## src/rtl/ccs_pkg.sv

```systemverilog
`timescale 1ns / 1ps
// ----------------------------------------------------------------------------
// ccs_pkg
// Shared constants, codes, types and helpers of the channel continuity scanner.
// ----------------------------------------------------------------------------
package ccs_pkg;

    // Scan geometry
    localparam int NUM_CHANNELS = 16;
    localparam int SAMPLE_TICKS = 6;

    // Field and state widths
    localparam int SAMPLE_W  = 18;
    localparam int SUM_W     = 21;
    localparam int MARKER_W  = 2;
    localparam int ENTRY_W   = SUM_W + MARKER_W;
    localparam int MASK_W    = 16;
    localparam int CFG_W     = 18;
    localparam int CFG_IDX_W = 3;
    localparam int IDX_W     = (NUM_CHANNELS > 1) ? $clog2(NUM_CHANNELS) : 1;
    localparam int SCAN_W    = $clog2(NUM_CHANNELS + 1);
    localparam int CNT_W     = $clog2(SAMPLE_TICKS + 1);

    // Average = sum / (SAMPLE_TICKS - 1), done as a reciprocal multiply
    localparam int DIVISOR   = SAMPLE_TICKS - 1;
    localparam int DIV_SHIFT = SUM_W + 4;
    localparam int RECIP_W   = DIV_SHIFT + 1;
    localparam int PROD_W    = SUM_W + RECIP_W;
    localparam logic [RECIP_W-1:0] RECIP =
        RECIP_W'(((64'd1 << DIV_SHIFT) + 64'(DIVISOR) - 64'd1) / 64'(DIVISOR));

    // Configuration register indexes
    localparam logic [CFG_IDX_W-1:0] REG_OK_LOW     = 3'd0;
    localparam logic [CFG_IDX_W-1:0] REG_OK_HIGH    = 3'd1;
    localparam logic [CFG_IDX_W-1:0] REG_OPEN       = 3'd2;
    localparam logic [CFG_IDX_W-1:0] REG_NEEDED     = 3'd3;
    localparam logic [CFG_IDX_W-1:0] REG_IND_ENABLE = 3'd4;

    // Configuration reset values
    localparam logic [SAMPLE_W-1:0] OK_LOW_RST  = 18'd125;
    localparam logic [SAMPLE_W-1:0] OK_HIGH_RST = 18'd14000;
    localparam logic [SAMPLE_W-1:0] OPEN_RST    = 18'd100000;
    localparam logic [MASK_W-1:0]   NEEDED_RST  = 16'd57615;

    // Result kinds
    localparam logic KIND_DRIVE  = 1'b0;
    localparam logic KIND_REPORT = 1'b1;

    // Verdicts
    localparam logic [1:0] VERDICT_FAULT = 2'd0;
    localparam logic [1:0] VERDICT_OK    = 2'd1;
    localparam logic [1:0] VERDICT_OPEN  = 2'd2;

    // Indicator colours
    localparam logic [1:0] COLOUR_OFF    = 2'd0;
    localparam logic [1:0] COLOUR_RED    = 2'd1;
    localparam logic [1:0] COLOUR_GREEN  = 2'd2;
    localparam logic [1:0] COLOUR_YELLOW = 2'd3;

    // Display markers
    localparam logic [MARKER_W-1:0] MARKER_BLINK_RED   = 2'd0;
    localparam logic [MARKER_W-1:0] MARKER_BLINK_GREEN = 2'd1;
    localparam logic [MARKER_W-1:0] MARKER_DARK        = 2'd2;
    localparam logic [MARKER_W-1:0] MARKER_STEADY      = 2'd3;

    // Per-channel report from the classifier
    typedef struct packed {
        logic [1:0]          verdict;
        logic                led_write;
        logic [1:0]          led_colour;
        logic [MARKER_W-1:0] marker;
    } report_t;

    // Channel field of a result: index modulo 16
    function automatic logic [3:0] chan_field(input logic [IDX_W-1:0] idx);
        logic [IDX_W+3:0] w;
        w = {4'd0, idx};
        return w[3:0];
    endfunction

    // Channels at 16 and above are never needed
    function automatic logic chan_needed(input logic [MASK_W-1:0] mask,
                                         input logic [IDX_W-1:0]  idx);
        logic [IDX_W+3:0] w;
        w = {4'd0, idx};
        return (w[IDX_W+3:4] == '0) && mask[w[3:0]];
    endfunction

endpackage

```

## src/rtl/ccs_ram.sv

```systemverilog
`timescale 1ns / 1ps
// ----------------------------------------------------------------------------
// ccs_ram
// Generic simple dual-port RAM: one write port, one read port, registered read.
// ----------------------------------------------------------------------------
module ccs_ram #(
    parameter int DATA_W = 8,
    parameter int DEPTH  = 16
) (
    input  logic                                            aclk,
    input  logic                                            we,
    input  logic [((DEPTH > 1) ? $clog2(DEPTH) : 1)-1:0]    waddr,
    input  logic [DATA_W-1:0]                               wdata,
    input  logic                                            re,
    input  logic [((DEPTH > 1) ? $clog2(DEPTH) : 1)-1:0]    raddr,
    output logic [DATA_W-1:0]                               rdata
);

    logic [DATA_W-1:0] mem [DEPTH];
    logic [DATA_W-1:0] rdata_reg;

    always_ff @(posedge aclk) begin
        if (we) begin
            mem[waddr] <= wdata;
        end
        if (re) begin
            rdata_reg <= mem[raddr];
        end
    end

    assign rdata = rdata_reg;

endmodule

```

## src/rtl/ccs_classify.sv

```systemverilog
`timescale 1ns / 1ps
// ----------------------------------------------------------------------------
// ccs_classify
// Average one channel sum, grade it and work out the indicator colour.
// ----------------------------------------------------------------------------
module ccs_classify (
    input  logic [ccs_pkg::SUM_W-1:0]    sum,
    input  logic [ccs_pkg::MARKER_W-1:0] marker_old,
    input  logic                         needed,
    input  logic                         ind_enable,
    input  logic                         blink_phase,
    input  logic [ccs_pkg::SAMPLE_W-1:0] ok_low_limit,
    input  logic [ccs_pkg::SAMPLE_W-1:0] ok_high_limit,
    input  logic [ccs_pkg::SAMPLE_W-1:0] open_limit,
    output ccs_pkg::report_t             report
);

    logic [ccs_pkg::PROD_W-1:0] prod;
    logic [ccs_pkg::SUM_W-1:0]  avg;
    logic [ccs_pkg::SUM_W-1:0]  low_ext;
    logic [ccs_pkg::SUM_W-1:0]  high_ext;
    logic [ccs_pkg::SUM_W-1:0]  open_ext;

    // Truncating divide by a constant through its scaled reciprocal
    assign prod     = ccs_pkg::PROD_W'(sum) * ccs_pkg::PROD_W'(ccs_pkg::RECIP);
    assign avg      = prod[ccs_pkg::DIV_SHIFT +: ccs_pkg::SUM_W];
    assign low_ext  = ccs_pkg::SUM_W'(ok_low_limit);
    assign high_ext = ccs_pkg::SUM_W'(ok_high_limit);
    assign open_ext = ccs_pkg::SUM_W'(open_limit);

    always_comb begin
        report            = '0;
        report.marker     = marker_old;
        report.led_colour = ccs_pkg::COLOUR_OFF;

        if ((avg < high_ext) && (avg > low_ext)) begin
            report.verdict = ccs_pkg::VERDICT_OK;
        end else begin
            report.verdict = ccs_pkg::VERDICT_FAULT;
        end
        if (avg > open_ext) begin
            report.verdict = ccs_pkg::VERDICT_OPEN;
        end

        if (ind_enable) begin
            if (needed) begin
                report.led_write = 1'b1;
                report.marker    = ccs_pkg::MARKER_STEADY;
                case (report.verdict)
                    ccs_pkg::VERDICT_FAULT: report.led_colour = ccs_pkg::COLOUR_RED;
                    ccs_pkg::VERDICT_OK:    report.led_colour = ccs_pkg::COLOUR_GREEN;
                    default:                report.led_colour = ccs_pkg::COLOUR_YELLOW;
                endcase
            end else begin
                report.marker = report.verdict;
            end
        end

        // Blink step on the (possibly stale) marker
        case (report.marker)
            ccs_pkg::MARKER_BLINK_RED: begin
                report.led_write  = 1'b1;
                report.led_colour = blink_phase ? ccs_pkg::COLOUR_RED : ccs_pkg::COLOUR_OFF;
            end
            ccs_pkg::MARKER_BLINK_GREEN: begin
                report.led_write  = 1'b1;
                report.led_colour = blink_phase ? ccs_pkg::COLOUR_GREEN
                                                : ccs_pkg::COLOUR_OFF;
            end
            ccs_pkg::MARKER_DARK: begin
                report.led_write  = 1'b1;
                report.led_colour = ccs_pkg::COLOUR_OFF;
            end
            default: begin
            end
        endcase
    end

endmodule

```

## src/rtl/channel_continuity_scanner.sv

```systemverilog
`timescale 1ns / 1ps
// ----------------------------------------------------------------------------
// channel_continuity_scanner
// Scans the channels in turn, sums their resistance samples in a channel RAM
// and, once per sweep, grades every channel and reports its indicator colour.
// ----------------------------------------------------------------------------
//
//  Channel   Direction  Handshake          Payload
//  s_        in         s_valid/s_ready    sample_mohm (18 bit)
//  m_        out        m_valid/m_ready    kind, channel, drive, verdict,
//                                          led_write, led_colour, last
//  cfg_      in         cfg_we             cfg_index (3 bit), cfg_wdata (18 bit)
//
//  In a scan item the channel RAM is read on accept; in ST_SCAN, once the
//  output is free, the sum is written back if the tick adds to it and the result is loaded.
//  The sweep-end item gives one report a cycle while m_ready holds, the
//  RAM reading channel i+1 while channel i is graded and written back.
//  Reset (synchronous, aresetn low) clears the control state and the RAM
//  valid bits, so no clearing pass is needed; unwritten entries read as zero.
//  A stalled m_ready holds the current report and freezes the sweep.
//
module channel_continuity_scanner (
    input  logic                         aclk,
    input  logic                         aresetn,

    input  logic                         s_valid,
    output logic                         s_ready,
    input  logic [ccs_pkg::SAMPLE_W-1:0] s_sample_mohm,

    output logic                         m_valid,
    input  logic                         m_ready,
    output logic                         m_kind,
    output logic [3:0]                   m_channel,
    output logic                         m_drive,
    output logic [1:0]                   m_verdict,
    output logic                         m_led_write,
    output logic [1:0]                   m_led_colour,
    output logic                         m_last,

    input  logic                          cfg_we,
    input  logic [ccs_pkg::CFG_IDX_W-1:0] cfg_index,
    input  logic [ccs_pkg::CFG_W-1:0]     cfg_wdata
);

    // Sequencer codes
    localparam logic [1:0] ST_IDLE  = 2'd0;
    localparam logic [1:0] ST_SCAN  = 2'd1;
    localparam logic [1:0] ST_SWEEP = 2'd2;

    // Configuration registers
    logic [ccs_pkg::SAMPLE_W-1:0] ok_low_reg;
    logic [ccs_pkg::SAMPLE_W-1:0] ok_high_reg;
    logic [ccs_pkg::SAMPLE_W-1:0] open_reg;
    logic [ccs_pkg::MASK_W-1:0]   needed_reg;
    logic                         ind_enable_reg;

    // Control state
    logic [1:0]                   state_reg;
    logic [1:0]                   state_next;
    logic [ccs_pkg::SCAN_W-1:0]   scan_channel_reg;
    logic [ccs_pkg::SCAN_W-1:0]   scan_channel_next;
    logic [ccs_pkg::CNT_W-1:0]    sample_count_reg;
    logic [ccs_pkg::CNT_W-1:0]    sample_count_next;
    logic [ccs_pkg::IDX_W-1:0]    sweep_idx_reg;
    logic [ccs_pkg::IDX_W-1:0]    sweep_idx_next;
    logic                         blink_phase_reg;
    logic                         blink_phase_next;
    logic [ccs_pkg::SAMPLE_W-1:0] sample_reg;
    logic [ccs_pkg::NUM_CHANNELS-1:0] entry_valid_reg;
    logic                         rd_valid_reg;

    // Output register
    logic                         m_valid_reg;
    logic                         m_kind_reg;
    logic [3:0]                   m_channel_reg;
    logic                         m_drive_reg;
    logic [1:0]                   m_verdict_reg;
    logic                         m_led_write_reg;
    logic [1:0]                   m_led_colour_reg;
    logic                         m_last_reg;

    // Channel RAM ports
    logic                         ram_we;
    logic [ccs_pkg::IDX_W-1:0]    ram_waddr;
    logic [ccs_pkg::ENTRY_W-1:0]  ram_wdata;
    logic                         ram_re;
    logic [ccs_pkg::IDX_W-1:0]    ram_raddr;
    logic [ccs_pkg::ENTRY_W-1:0]  ram_rdata;
    logic [ccs_pkg::ENTRY_W-1:0]  entry;

    logic                         s_fire;
    logic                         out_free;
    logic                         out_load;
    logic                         sweep_end;
    logic                         accumulate;
    logic                         sweep_done;
    logic [ccs_pkg::IDX_W-1:0]    scan_idx;
    logic [ccs_pkg::SUM_W-1:0]    entry_sum;
    logic [ccs_pkg::MARKER_W-1:0] entry_marker;
    ccs_pkg::report_t             report;

    assign s_ready    = (state_reg == ST_IDLE);
    assign s_fire     = s_valid && s_ready;
    assign out_free   = !m_valid_reg || m_ready;
    assign sweep_end  = (scan_channel_reg == ccs_pkg::SCAN_W'(ccs_pkg::NUM_CHANNELS));
    assign scan_idx   = scan_channel_reg[ccs_pkg::IDX_W-1:0];
    assign sweep_done = (sweep_idx_reg == ccs_pkg::IDX_W'(ccs_pkg::NUM_CHANNELS - 1));
    // Ticks between the drive tick and the release tick add to the sum
    assign accumulate = (sample_count_reg != '0) &&
                        (sample_count_reg < ccs_pkg::CNT_W'(ccs_pkg::SAMPLE_TICKS));

    // Never-written entries read as zero sum and zero marker
    assign entry        = rd_valid_reg ? ram_rdata : '0;
    assign entry_sum    = entry[ccs_pkg::SUM_W-1:0];
    assign entry_marker = entry[ccs_pkg::ENTRY_W-1:ccs_pkg::SUM_W];

    ccs_ram #(
        .DATA_W (ccs_pkg::ENTRY_W),
        .DEPTH  (ccs_pkg::NUM_CHANNELS)
    ) u_chan_ram (
        .aclk   (aclk),
        .we     (ram_we),
        .waddr  (ram_waddr),
        .wdata  (ram_wdata),
        .re     (ram_re),
        .raddr  (ram_raddr),
        .rdata  (ram_rdata)
    );

    ccs_classify u_classify (
        .sum           (entry_sum),
        .marker_old    (entry_marker),
        .needed        (ccs_pkg::chan_needed(needed_reg, sweep_idx_reg)),
        .ind_enable    (ind_enable_reg),
        .blink_phase   (blink_phase_reg),
        .ok_low_limit  (ok_low_reg),
        .ok_high_limit (ok_high_reg),
        .open_limit    (open_reg),
        .report        (report)
    );

    // Sequencer: read on accept, then modify and write back in ST_SCAN or ST_SWEEP
    always_comb begin
        state_next        = state_reg;
        scan_channel_next = scan_channel_reg;
        sample_count_next = sample_count_reg;
        sweep_idx_next    = sweep_idx_reg;
        blink_phase_next  = blink_phase_reg;
        ram_re            = 1'b0;
        ram_raddr         = scan_idx;
        ram_we            = 1'b0;
        ram_waddr         = scan_idx;
        ram_wdata         = {entry_marker, ccs_pkg::SUM_W'(entry_sum + ccs_pkg::SUM_W'(sample_reg))};
        out_load          = 1'b0;

        case (state_reg)
            ST_IDLE: begin
                if (s_fire) begin
                    ram_re = 1'b1;
                    if (sweep_end) begin
                        // Sweep end: flip the blink phase, start at channel 0
                        ram_raddr        = '0;
                        sweep_idx_next   = '0;
                        blink_phase_next = !blink_phase_reg;
                        state_next       = ST_SWEEP;
                    end else begin
                        state_next = ST_SCAN;
                    end
                end
            end
            ST_SCAN: begin
                if (out_free) begin
                    out_load = 1'b1;
                    ram_we   = accumulate;
                    if (sample_count_reg < ccs_pkg::CNT_W'(ccs_pkg::SAMPLE_TICKS)) begin
                        sample_count_next = sample_count_reg + 1'b1;
                    end else begin
                        sample_count_next = '0;
                        scan_channel_next = scan_channel_reg + 1'b1;
                    end
                    state_next = ST_IDLE;
                end
            end
            ST_SWEEP: begin
                ram_waddr = sweep_idx_reg;
                ram_wdata = {report.marker, ccs_pkg::SUM_W'(0)};
                ram_raddr = sweep_idx_reg + 1'b1;
                if (out_free) begin
                    out_load = 1'b1;
                    ram_we   = 1'b1;
                    if (sweep_done) begin
                        scan_channel_next = '0;
                        state_next        = ST_IDLE;
                    end else begin
                        ram_re         = 1'b1;
                        sweep_idx_next = sweep_idx_reg + 1'b1;
                    end
                end
            end
            default: begin
                state_next = ST_IDLE;
            end
        endcase
    end

    always_ff @(posedge aclk) begin
        if (!aresetn) begin
            state_reg        <= ST_IDLE;
            scan_channel_reg <= '0;
            sample_count_reg <= '0;
            sweep_idx_reg    <= '0;
            blink_phase_reg  <= 1'b0;
            entry_valid_reg  <= '0;
            rd_valid_reg     <= 1'b0;
            m_valid_reg      <= 1'b0;
        end else begin
            state_reg        <= state_next;
            scan_channel_reg <= scan_channel_next;
            sample_count_reg <= sample_count_next;
            sweep_idx_reg    <= sweep_idx_next;
            blink_phase_reg  <= blink_phase_next;
            // Mark entries as written; an unmarked entry reads as zero
            if (ram_we) begin
                entry_valid_reg[ram_waddr] <= 1'b1;
            end
            if (ram_re) begin
                rd_valid_reg <= entry_valid_reg[ram_raddr];
            end
            if (out_load) begin
                m_valid_reg <= 1'b1;
            end else if (m_ready) begin
                m_valid_reg <= 1'b0;
            end
        end
    end

    // Hold the sample of the item in progress
    always_ff @(posedge aclk) begin
        if (s_fire) begin
            sample_reg <= s_sample_mohm;
        end
    end

    // Output payload: drive update in a scan, one report per channel in a sweep
    always_ff @(posedge aclk) begin
        if (out_load) begin
            if (state_reg == ST_SWEEP) begin
                m_kind_reg       <= ccs_pkg::KIND_REPORT;
                m_channel_reg    <= ccs_pkg::chan_field(sweep_idx_reg);
                m_drive_reg      <= 1'b0;
                m_verdict_reg    <= report.verdict;
                m_led_write_reg  <= report.led_write;
                m_led_colour_reg <= report.led_colour;
                m_last_reg       <= sweep_done;
            end else begin
                m_kind_reg       <= ccs_pkg::KIND_DRIVE;
                m_channel_reg    <= ccs_pkg::chan_field(scan_idx);
                m_drive_reg      <= (sample_count_reg <
                                     ccs_pkg::CNT_W'(ccs_pkg::SAMPLE_TICKS));
                m_verdict_reg    <= ccs_pkg::VERDICT_FAULT;
                m_led_write_reg  <= 1'b0;
                m_led_colour_reg <= ccs_pkg::COLOUR_OFF;
                m_last_reg       <= 1'b1;
            end
        end
    end

    // Configuration writes; unknown indexes are dropped
    always_ff @(posedge aclk) begin
        if (!aresetn) begin
            ok_low_reg     <= ccs_pkg::OK_LOW_RST;
            ok_high_reg    <= ccs_pkg::OK_HIGH_RST;
            open_reg       <= ccs_pkg::OPEN_RST;
            needed_reg     <= ccs_pkg::NEEDED_RST;
            ind_enable_reg <= 1'b1;
        end else if (cfg_we) begin
            case (cfg_index)
                ccs_pkg::REG_OK_LOW:     ok_low_reg     <= cfg_wdata[ccs_pkg::SAMPLE_W-1:0];
                ccs_pkg::REG_OK_HIGH:    ok_high_reg    <= cfg_wdata[ccs_pkg::SAMPLE_W-1:0];
                ccs_pkg::REG_OPEN:       open_reg       <= cfg_wdata[ccs_pkg::SAMPLE_W-1:0];
                ccs_pkg::REG_NEEDED:     needed_reg     <= cfg_wdata[ccs_pkg::MASK_W-1:0];
                ccs_pkg::REG_IND_ENABLE: ind_enable_reg <= cfg_wdata[0];
                default: begin
                end
            endcase
        end
    end

    assign m_valid      = m_valid_reg;
    assign m_kind       = m_kind_reg;
    assign m_channel    = m_channel_reg;
    assign m_drive      = m_drive_reg;
    assign m_verdict    = m_verdict_reg;
    assign m_led_write  = m_led_write_reg;
    assign m_led_colour = m_led_colour_reg;
    assign m_last       = m_last_reg;

`ifndef SYNTHESIS
    a_scan_range: assert property (@(posedge aclk) disable iff (!aresetn)
        scan_channel_reg <= ccs_pkg::SCAN_W'(ccs_pkg::NUM_CHANNELS))
        else $error("scan channel beyond sweep end");

    a_count_range: assert property (@(posedge aclk) disable iff (!aresetn)
        sample_count_reg <= ccs_pkg::CNT_W'(ccs_pkg::SAMPLE_TICKS))
        else $error("sample count beyond release tick");

    a_ram_no_collide: assert property (@(posedge aclk) disable iff (!aresetn)
        !(ram_we && ram_re && (ram_waddr == ram_raddr)))
        else $error("channel RAM read and write hit the same entry");

    a_sweep_at_end: assert property (@(posedge aclk) disable iff (!aresetn)
        (state_reg == ST_SWEEP) |-> sweep_end)
        else $error("sweep running while scan is not at sweep end");

    a_drive_last: assert property (@(posedge aclk) disable iff (!aresetn)
        (m_valid && (m_kind == ccs_pkg::KIND_DRIVE)) |-> m_last)
        else $error("drive update without last");
`endif

endmodule
```

## config.mk

```make
export PLATFORM = sky130hd
export DESIGN_NAME = channel_continuity_scanner
export DESIGN_NICKNAME = d
export VERILOG_FILES = /design/src/rtl/ccs_pkg.sv /design/src/rtl/ccs_ram.sv /design/src/rtl/ccs_classify.sv /design/src/rtl/channel_continuity_scanner.sv
export SDC_FILE = /design/constraint.sdc
export NUM_CORES = 1
export LEC_CHECK = 0
export BUFFER_PORTS_ARGS = -buffer_cell sky130_fd_sc_hd__clkbuf_2
export CAP_MARGIN = 0
export CORE_UTILIZATION = 35
export CTS_CLUSTER_DIAMETER = 80
export CTS_CLUSTER_SIZE = 28
export DETAILED_ROUTE_END_ITERATION = 10
export GPL_TIMING_DRIVEN = 0
export PLACE_DENSITY = 0.55
export SYNTH_ARGS = -nofsm -noshare
export SYNTH_HDL_FRONTEND = slang
export SYNTH_SLANG_ARGS = --single-unit
```

## constraint.sdc

```tcl
create_clock -name aclk -period 12.2 [get_ports aclk]
set_input_delay 1.83 -clock aclk [delete_from_list [all_inputs] [get_ports aclk]]
set_output_delay 1.83 -clock aclk [all_outputs]
set_load 0.01 [all_outputs]
```

==> results.md, run 1 <==
- Outcome: finished, final reports clean
- PD cells: 100 mW/mm²
- FF-to-FF End: u_chan_ram.mem[6][21]
- Switching share of power: 23.7%
- Worst setup margin: 1.15 ns
- # diodes: 0
- Synth cell types: 71
- CTS Hold Buffers Added: 0
- Wirelength per Cell: 20.4 µm
- Syn Area/Cell: 11.4 µm²
- Global-route wire length before repair: 121 mm
- Clk pwr share: 35.6%
- # fillers: 7996
- Ys flop type: edfxtp_1
- CP Class: flip-flop to flip-flop
- CTS tree: yes
- Hold wc startpoint: ok_low_reg[11]
- End of the worst hold path: ok_low_reg[11]
- GRT Util Overall: 18.3%
- Worst vdd ir: 0.119 mV
- CP peak stage delay: 0.75 ns
- Die Span Y: 293 µm
- # port buffers: 56
- FF+latch area: 0.0147 mm²
- Total grt overflow: 0
- Root Driver: clkbuf_16
- Fin Hold WS: 0.467 ns
- Area share of the largest cell type after synthesis: 42.7%
- Max FFs per register: 368
- Hold crit path type: flip-flop to flip-flop
- Antenna violations before repair: 2
- Cells after Synth: 2602
- Setup violators final: 0
- Fin. Hold Viols: 0
- Internal reg-to-reg setup slack: 1.15 ns
- CTS sink cnt: 525
- Hold Path Cell Cnt: 2
- Max Transition Viols Final: 0
- Hpwl dp: 60.3 mm
- Min Tclk post-route: 11.05 ns
- Fin area: 0.0326 mm²
- Seq/Total Area, Yosys: 49.7%
- Final cell count without fillers: 3854
- Mux contribution to synthesized area: 0.616%
- Multi-input gate area: 0.0134 mm²
- Initial Util: 35.4%
- LEAKAGE: 13.1 nW
- Post-Synth XOR/XNOR Area: 1.45%
- Main combinational cell family by area after synthesis: adder cells
- DRT Wirelength: 78.6 mm
- Dpl cells: 3804
- Initial DRC count: 1320
- Worst Tran Pin Value: 1.43 ns
- GPL Wtd Cong: 0.907
- Synthesized area: 0.0296 mm²
- Worst path most repeated cell: inv_1
- Core footprint: 0.0837 mm²
- Reg2reg start: rd_valid_reg
- RSZ-0062 raised after global routing: false
- Part of the power in registers: 60.0%
- Via density: 5.06
- Clock latency on the worst-skew pair: 0.65 ns
- Synth Warn #: 0
- Post-synthesis compound-gate area fraction: 12.4%
- Total chip power: 3.27 mW
- Setup_tns: 0 ns
- Routed via count: 19500
- Htree depth: 1
- Area contributors post-synth: edfxtp_1, ha_1, fa_1
- #FFs+latches synth: 525
- Final period utilization: 90.6%
- Largest net degree at the start of global routing: 29
- MaxCap Viol Count: 0
- Synthesized net count: 3028
- Die width: 293 µm
- Worst-case clock buffer depth: 3
- Vias in the first global route: 20300
- Internal cell power: 2.49 mW
- Max FO, Critical Path: 16
- TritonRoute pass-1 iters: 5
- Async SR Flop Fraction: 0%
- Sw power: 0.773 mW
- Number of synthesized flops with an enable pin: 421
- Critical Path AT: 11.34 ns
- Residual DRC: 0
- Post-CTS setup buffers: 0
- Nets: 3127
- Synth Area in Simple Gates: 11.0%
- Layout cells sized above 1: 6.80%
- Critical path launch point: rd_valid_reg
- Area Growth Syn to Fin: 10.0%
- Remaining antenna violation count: 0
- Die footprint: 0.0858 mm²
- Final core occ: 39.0%
- Dpl cell area: 0.0316 mm²
- Reg clk slew, reported paths: 0.09 ns
- Rel. slew slack: 4.49%
- Final Skew: 0.0474 ns
- Logic pwr share: 4.4%
- Std-Cell Rows: 106
- Worst reg-to-reg path cell count: 35
- Post-CTS sizing: 0
- Worst path required time: 12.49 ns
- Adder-Cell Fraction of Synth Area: 19.5%
- CTS Buf Count: 29
- Fmax: 90.5 MHz
- Post-Place Setup Slack: 1.06 ns
- Critical-path top delay cell: a22oi_2
- I/O pins: 58
- Crit. End Element: flip-flop
- Startpoint Class: flip-flop
- Area leader, netlist: edfxtp_1
[cell families after synthesis]
family	Yosys count
AOI/OAI and AO/OA	519
xor gates and xnor gates	47
adders and majority gates	382
buffers and inverters	412
DFF	525
muxes	12
and+or+nand+nor	705
[power groups by stage]
stage	clock network (mW)	registers (mW)	logic, mW
after CTS	1.18	1.96	0.145
after floorplan	0	2.00	0.0852
after global placement	0	2.00	0.139
after global routing	1.24	1.96	0.161
after detailed placement	0	2.00	0.144
final	1.16	1.96	0.145
[placed cells by master (no fill, tap or decap), types with 16 or more instances in the layout]
master and instances:
and2_0 45, clkbuf_16 29, o211ai_1 22, xnor2_1 24, xor2_1 22, buf_2 22
nand2_1 377, fa_1 133, o21a_1 25, a311oi_1 48, ha_1 249, clkbuf_2 57
a211oi_1 125, nor2b_1 16, o21ai_0 29, a31oi_1 53, and2_1 74, nor2_1 58
edfxtp_1 421, inv_1 295, a21oi_1 93, a21boi_0 49, clkbuf_1 92, nand3_1 36
nand4_1 18, a21o_1 29, dfxtp_1 104, nor3_1 16
[final cells by class]
| class | count | area share (%) |
|---|---|---|
| clock buffers | 30 | 2.24 |
| plain buffers | 117 | 1.47 |
| clock inverters | 20 | 0.917 |
| flip-flops and latches | 525 | 45.2 |
| well taps | 1134 | 4.35 |
| inverters | 295 | 3.40 |
| multi-input cells | 1665 | 41.2 |
| repair buffers | 68 | 1.28 |
[how the worst max path moves through the flow]
stage / cells past startpoint / endpoint
2_1_floorplan: 35 / u_chan_ram.mem[0][21]
6_report: 35 / u_chan_ram.mem[6][21]
3_3_place_gp: 35 / u_chan_ram.mem[4][21]
3_5_place_dp: 35 / u_chan_ram.mem[6][21]
4_1_cts: 35 / u_chan_ram.mem[6][21]
5_1_grt: 35 / u_chan_ram.mem[6][21]
[critical path, delay by kind of cell, from the launching register on]
kind | cells | cell delay, ns
adder cells (fa/ha/maj) | 9 | 4.16
AO/OA/AOI/OAI | 12 | 3.36
buffers and inverters | 9 | 1.67
AND/OR/NAND/NOR | 4 | 0.72
XOR/XNOR | 1 | 0.42
flip-flops | 1 | 0.37
[synth_stat cells, types with 4 or more instances]
cell type and count:
o21ai_0 29, xnor2_1 24, nor2_1 68, nand4_1 18, a31oi_1 53, o21a_1 25
dfxtp_1 104, o21bai_1 5, buf_2 21, nand2_1 377, o211ai_1 22, mux4_2 5
ha_1 249, or2_2 4, a21boi_0 49, nor3_1 20, inv_1 295, a211oi_1 126
o21ai_1 8, mux2i_1 7, and2_1 74, clkbuf_1 91, nor2b_1 17, nand2b_1 15
edfxtp_1 421, a311oi_1 48, xor2_1 22, nand3_1 36, fa_1 133, a21oi_1 94
a21o_1 29, and2_0 45, and3_1 13
[metal layers]
metal | global-route usage [%] | up-vias | wire, µm
met4 | 4.43 | 0 | 1660
met5 | 0 | - | 0
met1 | 24.5 | 9622 | 35000
met2 | 32.1 | 433 | 38500
met3 | 1.63 | 94 | 3420
li1 | - | 9340 | -
Note: power is estimated with default switching activity, not from simulation.
==> run 2, diff against run 1 <==
CORE_UTILIZATION = 41   (was 35)
PLACE_DENSITY = 0.61   (was 0.55)
==> results.md, run 2 (same netlist as run 1, synthesis figures left out) <==
- Post-CTS setup buffers: 0 (unchanged)
- Via density: 5.37 (was 5.06)
- Worst Tran Pin Value: 1.32 ns (was 1.43 ns)
- CTS sink cnt: 525 (unchanged)
- # port buffers: 56 (unchanged)
- Wirelength per Cell: 20.7 µm (was 20.4 µm)
- Part of the power in registers: 60.7% (was 60.0%)
- MaxCap Viol Count: 0 (unchanged)
- PD cells: 99.9 mW/mm² (was 100 mW/mm²)
- Die width: 271 µm (was 293 µm)
- Worst path required time: 12.48 ns (was 12.49 ns)
- Max FO, Critical Path: 16 (unchanged)
- Crit. End Element: flip-flop (unchanged)
- CTS Hold Buffers Added: 0 (unchanged)
- Layout cells sized above 1: 6.48% (was 6.80%)
- GPL Wtd Cong: 0.925 (was 0.907)
- Setup violators final: 0 (unchanged)
- CTS Buf Count: 29 (unchanged)
- DRT Wirelength: 76.0 mm (was 78.6 mm)
- Outcome: finished, final reports clean (unchanged)
- Top Layer Used: met4 (unchanged)
- Fin Hold WS: 0.468 ns (was 0.467 ns)
- Min Tclk post-route: 11.00 ns (was 11.05 ns)
- Core footprint: 0.0715 mm² (was 0.0837 mm²)
- Setup_tns: 0 ns (unchanged)
- Die footprint: 0.0734 mm² (was 0.0858 mm²)
- Reg clk slew, reported paths: 0.10 ns (was 0.09 ns)
- GRT Util Overall: 20.6% (was 18.3%)
- Total grt overflow: 0 (unchanged)
- DR WL met3: 3.53 mm (was 3.42 mm)
- CP peak stage delay: 0.67 ns (was 0.75 ns)
- Fmax: 90.9 MHz (was 90.5 MHz)
- Residual DRC: 0 (unchanged)
- Switching share of power: 23.5% (was 23.7%)
- Final period utilization: 90.2% (was 90.6%)
- I/O pins: 58 (unchanged)
- Most frequent cells in the layout: edfxtp_1, nand2_1, inv_1 (unchanged)
- Largest net degree at the start of global routing: 30 (was 29)
- Clk pwr share: 34.7% (was 35.6%)
- Htree depth: 1 (unchanged)
- Post-CTS sizing: 0 (unchanged)
- Rel. slew slack: 11.7% (was 4.49%)
- Fin area: 0.0323 mm² (was 0.0326 mm²)
- Std-Cell Rows: 98 (was 106)
- Met1 wire length: 34.1 mm (was 35.0 mm)
- Dpl cell area: 0.0313 mm² (was 0.0316 mm²)
- Fin. Hold Viols: 0 (unchanged)
- Root Driver: clkbuf_16 (unchanged)
- Sw power: 0.757 mW (was 0.773 mW)
- Antenna violations before repair: 1 (was 2)
- Clock latency on the worst-skew pair: 0.61 ns (was 0.65 ns)
- Worst path most repeated cell: fa_1 (was inv_1)
- Initial DRC count: 1622 (was 1320)
- LEAKAGE: 13.1 nW (about the same)
- TritonRoute pass-1 iters: 5 (unchanged)
- Remaining antenna violation count: 0 (unchanged)
- Most common cell after layout, fill and taps aside: edfxtp_1 (unchanged)
- CTS tree: yes (unchanged)
- CP Class: flip-flop to flip-flop (unchanged)
- Routed via count: 19700 (was 19500)
- Critical-path top delay cell: a22oi_2 (unchanged)
- Worst vdd ir: 0.107 mV (was 0.119 mV)
- Critical Path AT: 11.28 ns (was 11.34 ns)
- Vias in the first global route: 19800 (was 20300)
- Worst-case clock buffer depth: 3 (unchanged)
- Final Skew: 0.0384 ns (was 0.0474 ns)
- Die Span Y: 271 µm (was 293 µm)
- Max Transition Viols Final: 0 (unchanged)
- DR WL met2: 36.6 mm (was 38.5 mm)
- Worst Path Buf+Inv: 7 (was 9)
- Logic pwr share: 4.6% (was 4.4%)
- Hold crit path type: flip-flop to flip-flop (unchanged)
- Initial Util: 41.5% (was 35.4%)
- Largest delay share family, worst path: adder cells (unchanged)
- Max FFs per register: 368 (unchanged)
- Global-route wire length before repair: 117 mm (was 121 mm)
- RSZ-0062 raised after global routing: false (unchanged)
- Area Growth Syn to Fin: 9.00% (was 10.0%)
- # diodes: 0 (unchanged)
- Internal cell power: 2.47 mW (was 2.49 mW)
- Hpwl dp: 57.3 mm (was 60.3 mm)
- Nets: 3125 (was 3127)
- Startpoint Class: flip-flop (unchanged)
==> run 2: final cells by class <==
type | instances | area [µm²]
plain buffers | 117 | 478
flip-flops and latches | 525 | 14700
fillers | 6552 | 39200
clock inverters | 16 | 249
multi-input cells | 1665 | 13400
inverters | 295 | 1110
well taps | 950 | 1190
repair buffers | 66 | 397
clock buffers | 31 | 733
==> run 2: per-layer routing <==
layer,track usage (%),vias to the layer above
li1,-,9334
met1,28.5,9788
met2,34.5,479
met3,1.81,98
met4,5.29,0
met5,0,-
==> run 2: stage by stage <==
stage	worst slack (ns)	cells	util, %	total power, mW
after floorplan	3.42	2602	-	2.08
after global placement	1.37	3608	43.5	2.14
after detailed placement	1.27	3617	43.8	2.15
after CTS	1.23	3664	45.2	3.25
after global routing	0.576	3665	45.2	3.32
final	1.20	3665	45.2	3.23
==> run 2: worst min-delay path, stage by stage, from the launching register on <==
cell and delay, ns:
dfxtp_1 0.32, nand2_1 0.05, a21boi_0 0.06
==> run 2: path summary, 6_finish.rpt <==
| kind | start | endpoint | slack, ns | cells after the start |
|---|---|---|---|---|
| max | rd_valid_reg | u_chan_ram.mem[12][21] | 1.20 | 35 |
| min | open_reg[4] | open_reg[4] | 0.47 | 2 |
| max reg2reg | rd_valid_reg | u_chan_ram.mem[12][21] | 1.20 | 35 |
| min reg2reg | open_reg[4] | open_reg[4] | 0.47 | 2 |
==> run 2: power groups by stage <==
stage,Clock (mW),Sequential (mW),Combinational (mW)
3_3_place_gp,0,2.00,0.140
4_1_cts,1.14,1.96,0.146
5_1_grt,1.20,1.96,0.163
2_1_floorplan,0,2.00,0.0852
6_report,1.12,1.96,0.148
3_5_place_dp,0,2.00,0.145
==> run 3, diff against run 2 <==
PLACE_DENSITY = 0.69   (was 0.61)
clock period = 8.99 ns   (was 12.2 ns; I/O delays follow)
==> results.md, run 3 (same netlist as run 1, synthesis figures left out) <==
- Layout cells sized above 1: 10.2% (was 6.48%)
- CTS Hold Buffers Added: 0 (unchanged)
- Most frequent cells in the layout: edfxtp_1, nand2_1, inv_1 (unchanged)
- # port buffers: 56 (unchanged)
- Crit. End Element: flip-flop (unchanged)
- Die footprint: 0.0734 mm² (unchanged)
- Max Transition Viols Final: 0 (unchanged)
- Htree depth: 1 (unchanged)
- Worst vdd ir: 0.123 mV (was 0.107 mV)
- Residual DRC: 0 (unchanged)
- Antenna violations before repair: 2 (was 1)
- CTS Buf Count: 28 (was 29)
- GPL Wtd Cong: 0.879 (was 0.925)
- Routed via count: 19700 (about the same)
- Via density: 5.34 (was 5.37)
- Most common cell after layout, fill and taps aside: edfxtp_1 (unchanged)
- Std-Cell Rows: 98 (unchanged)
- Setup_tns: 0 ns (unchanged)
- Setup violators final: 0 (unchanged)
- Min Tclk post-route: 8.73 ns (was 11.00 ns)
- DRT Wirelength: 72.2 mm (was 76.0 mm)
- Hold crit path type: flip-flop to flip-flop (unchanged)
- Fin Hold WS: 0.466 ns (was 0.468 ns)
- Wirelength per Cell: 19.5 µm (was 20.7 µm)
- Fin area: 0.0330 mm² (was 0.0323 mm²)
- Fin. Hold Viols: 0 (unchanged)
- CTS sink cnt: 525 (unchanged)
- Fmax: 115 MHz (was 90.9 MHz)
- Dpl cells: 3623 (was 3617)
- Rel. slew slack: 10.6% (was 11.7%)
- Reg clk slew, reported paths: 0.10 ns (about the same)
- Total grt overflow: 0 (unchanged)
- Worst path most repeated cell: fa_1 (unchanged)
- Critical Path AT: 9.20 ns (was 11.28 ns)
- Die width: 271 µm (unchanged)
- Global-route wire length before repair: 110 mm (was 117 mm)
- MaxCap Viol Count: 0 (unchanged)
- Root Driver: clkbuf_16 (unchanged)
- Core footprint: 0.0715 mm² (unchanged)
- I/O pins: 58 (unchanged)
- # diodes: 0 (unchanged)
- Startpoint Class: flip-flop (unchanged)
- CTS tree: yes (unchanged)
- Worst setup margin: 0.257 ns (was 1.20 ns)
- Initial DRC count: 1861 (was 1622)
- Remaining antenna violation count: 0 (unchanged)
- CP Class: flip-flop to flip-flop (unchanged)
- Initial Util: 41.5% (unchanged)
- Final Skew: 0.0425 ns (was 0.0384 ns)
- Max FFs per register: 368 (unchanged)
- Final cell count without fillers: 3692 (was 3665)
- GRT Util Overall: 19.3% (was 20.6%)
- Post-Place Setup Slack: -1.77 ns (was 1.27 ns)
- Area Growth Syn to Fin: 11.2% (was 9.00%)
- Vias in the first global route: 19300 (was 19800)
- Clock latency on the worst-skew pair: 0.62 ns (was 0.61 ns)
- Outcome: finished, final reports clean (unchanged)
- Worst-case clock buffer depth: 3 (unchanged)
- TritonRoute pass-1 iters: 8 (was 5)
- Dpl cell area: 0.0314 mm² (was 0.0313 mm²)
- Nets: 3152 (was 3125)
- LEAKAGE: 13.3 nW (was 13.1 nW)
- PD cells: 132 mW/mm² (was 99.9 mW/mm²)
- Final period utilization: 97.1% (was 90.2%)
- Worst path required time: 9.46 ns (was 12.48 ns)
- Hpwl dp: 54.1 mm (was 57.3 mm)
- Worst Tran Pin Value: 1.34 ns (was 1.32 ns)
- Critical-path top delay cell: fa_1 (was a22oi_2)
- Die Span Y: 271 µm (unchanged)
- Max FO, Critical Path: 10 (was 16)
- CP peak stage delay: 0.56 ns (was 0.67 ns)
- Largest net degree at the start of global routing: 29 (was 30)
## run 3: changes by cell type in the layout (fill, tap and decap cells not counted), moves of 8 or more
cell    before  now
and2_1      74   66
buf_4        4   30
ha_1       249  236
ha_4         0   10
inv_1      295  283
inv_2        0    9
## run 3: worst paths after layout
check                           start                      to  slack (ns)  cells after the start
setup / recovery         rd_valid_reg  u_chan_ram.mem[12][21]        0.26                     35
hold / removal    entry_valid_reg[11]     entry_valid_reg[11]        0.47                      1
setup reg to reg         rd_valid_reg  u_chan_ram.mem[12][21]        0.26                     35
hold reg to reg   entry_valid_reg[11]     entry_valid_reg[11]        0.47                      1
## run 3: layout make-up
| type | count | area [µm²] |
|---|---|---|
| plain buffers | 115 | 505 |
| clock buffers | 28 | 701 |
| clock inverters | 18 | 258 |
| fillers | 6397 | 38500 |
| inverters | 295 | 1120 |
| multi-input cells | 1665 | 13800 |
| flip-flops and latches | 525 | 14700 |
| well taps | 950 | 1190 |
| repair buffers | 96 | 691 |
## run 3: stage by stage
stage	util, %	power (mW)
2_1_floorplan	-	2.83
3_3_place_gp	43.5	2.90
3_5_place_dp	43.9	2.91
4_1_cts	45.5	4.36
5_1_grt	46.1	4.46
6_report	46.1	4.35
## run 3: power by group
group / switching, mW / internal, mW / total, mW
Sequential: 0.0130 / 2.65 / 2.66
Clock: 0.849 / 0.644 / 1.49
Combinational: 0.135 / 0.0628 / 0.198
## run 3: critical path, delay by kind of cell (launching register included)
family / cells / cell delay (ns)
buf+inv: 10 / 1.00
fa+ha+maj: 9 / 3.91
simple gates: 7 / 1.11
flops: 1 / 0.37
xor+xnor: 1 / 0.26
compound gates: 8 / 1.96
## run 3: metal layers
layer / routed length (µm) / GRT usage [%] / up-vias
met5: 0 / 0 / -
met4: 1530 / 4.89 / 0
met3: 4190 / 1.82 / 101
met2: 35900 / 33.8 / 558
met1: 30500 / 25.5 / 9680
li1: - / - / 9378
## run 3: timing repair
action                     in CTS  in global routing
cloned                          0                  1
pin swaps                       8                 42
buffers inserted                6                 18
gates resized for setup        43                 68
setup endpoints to repair      36                 36
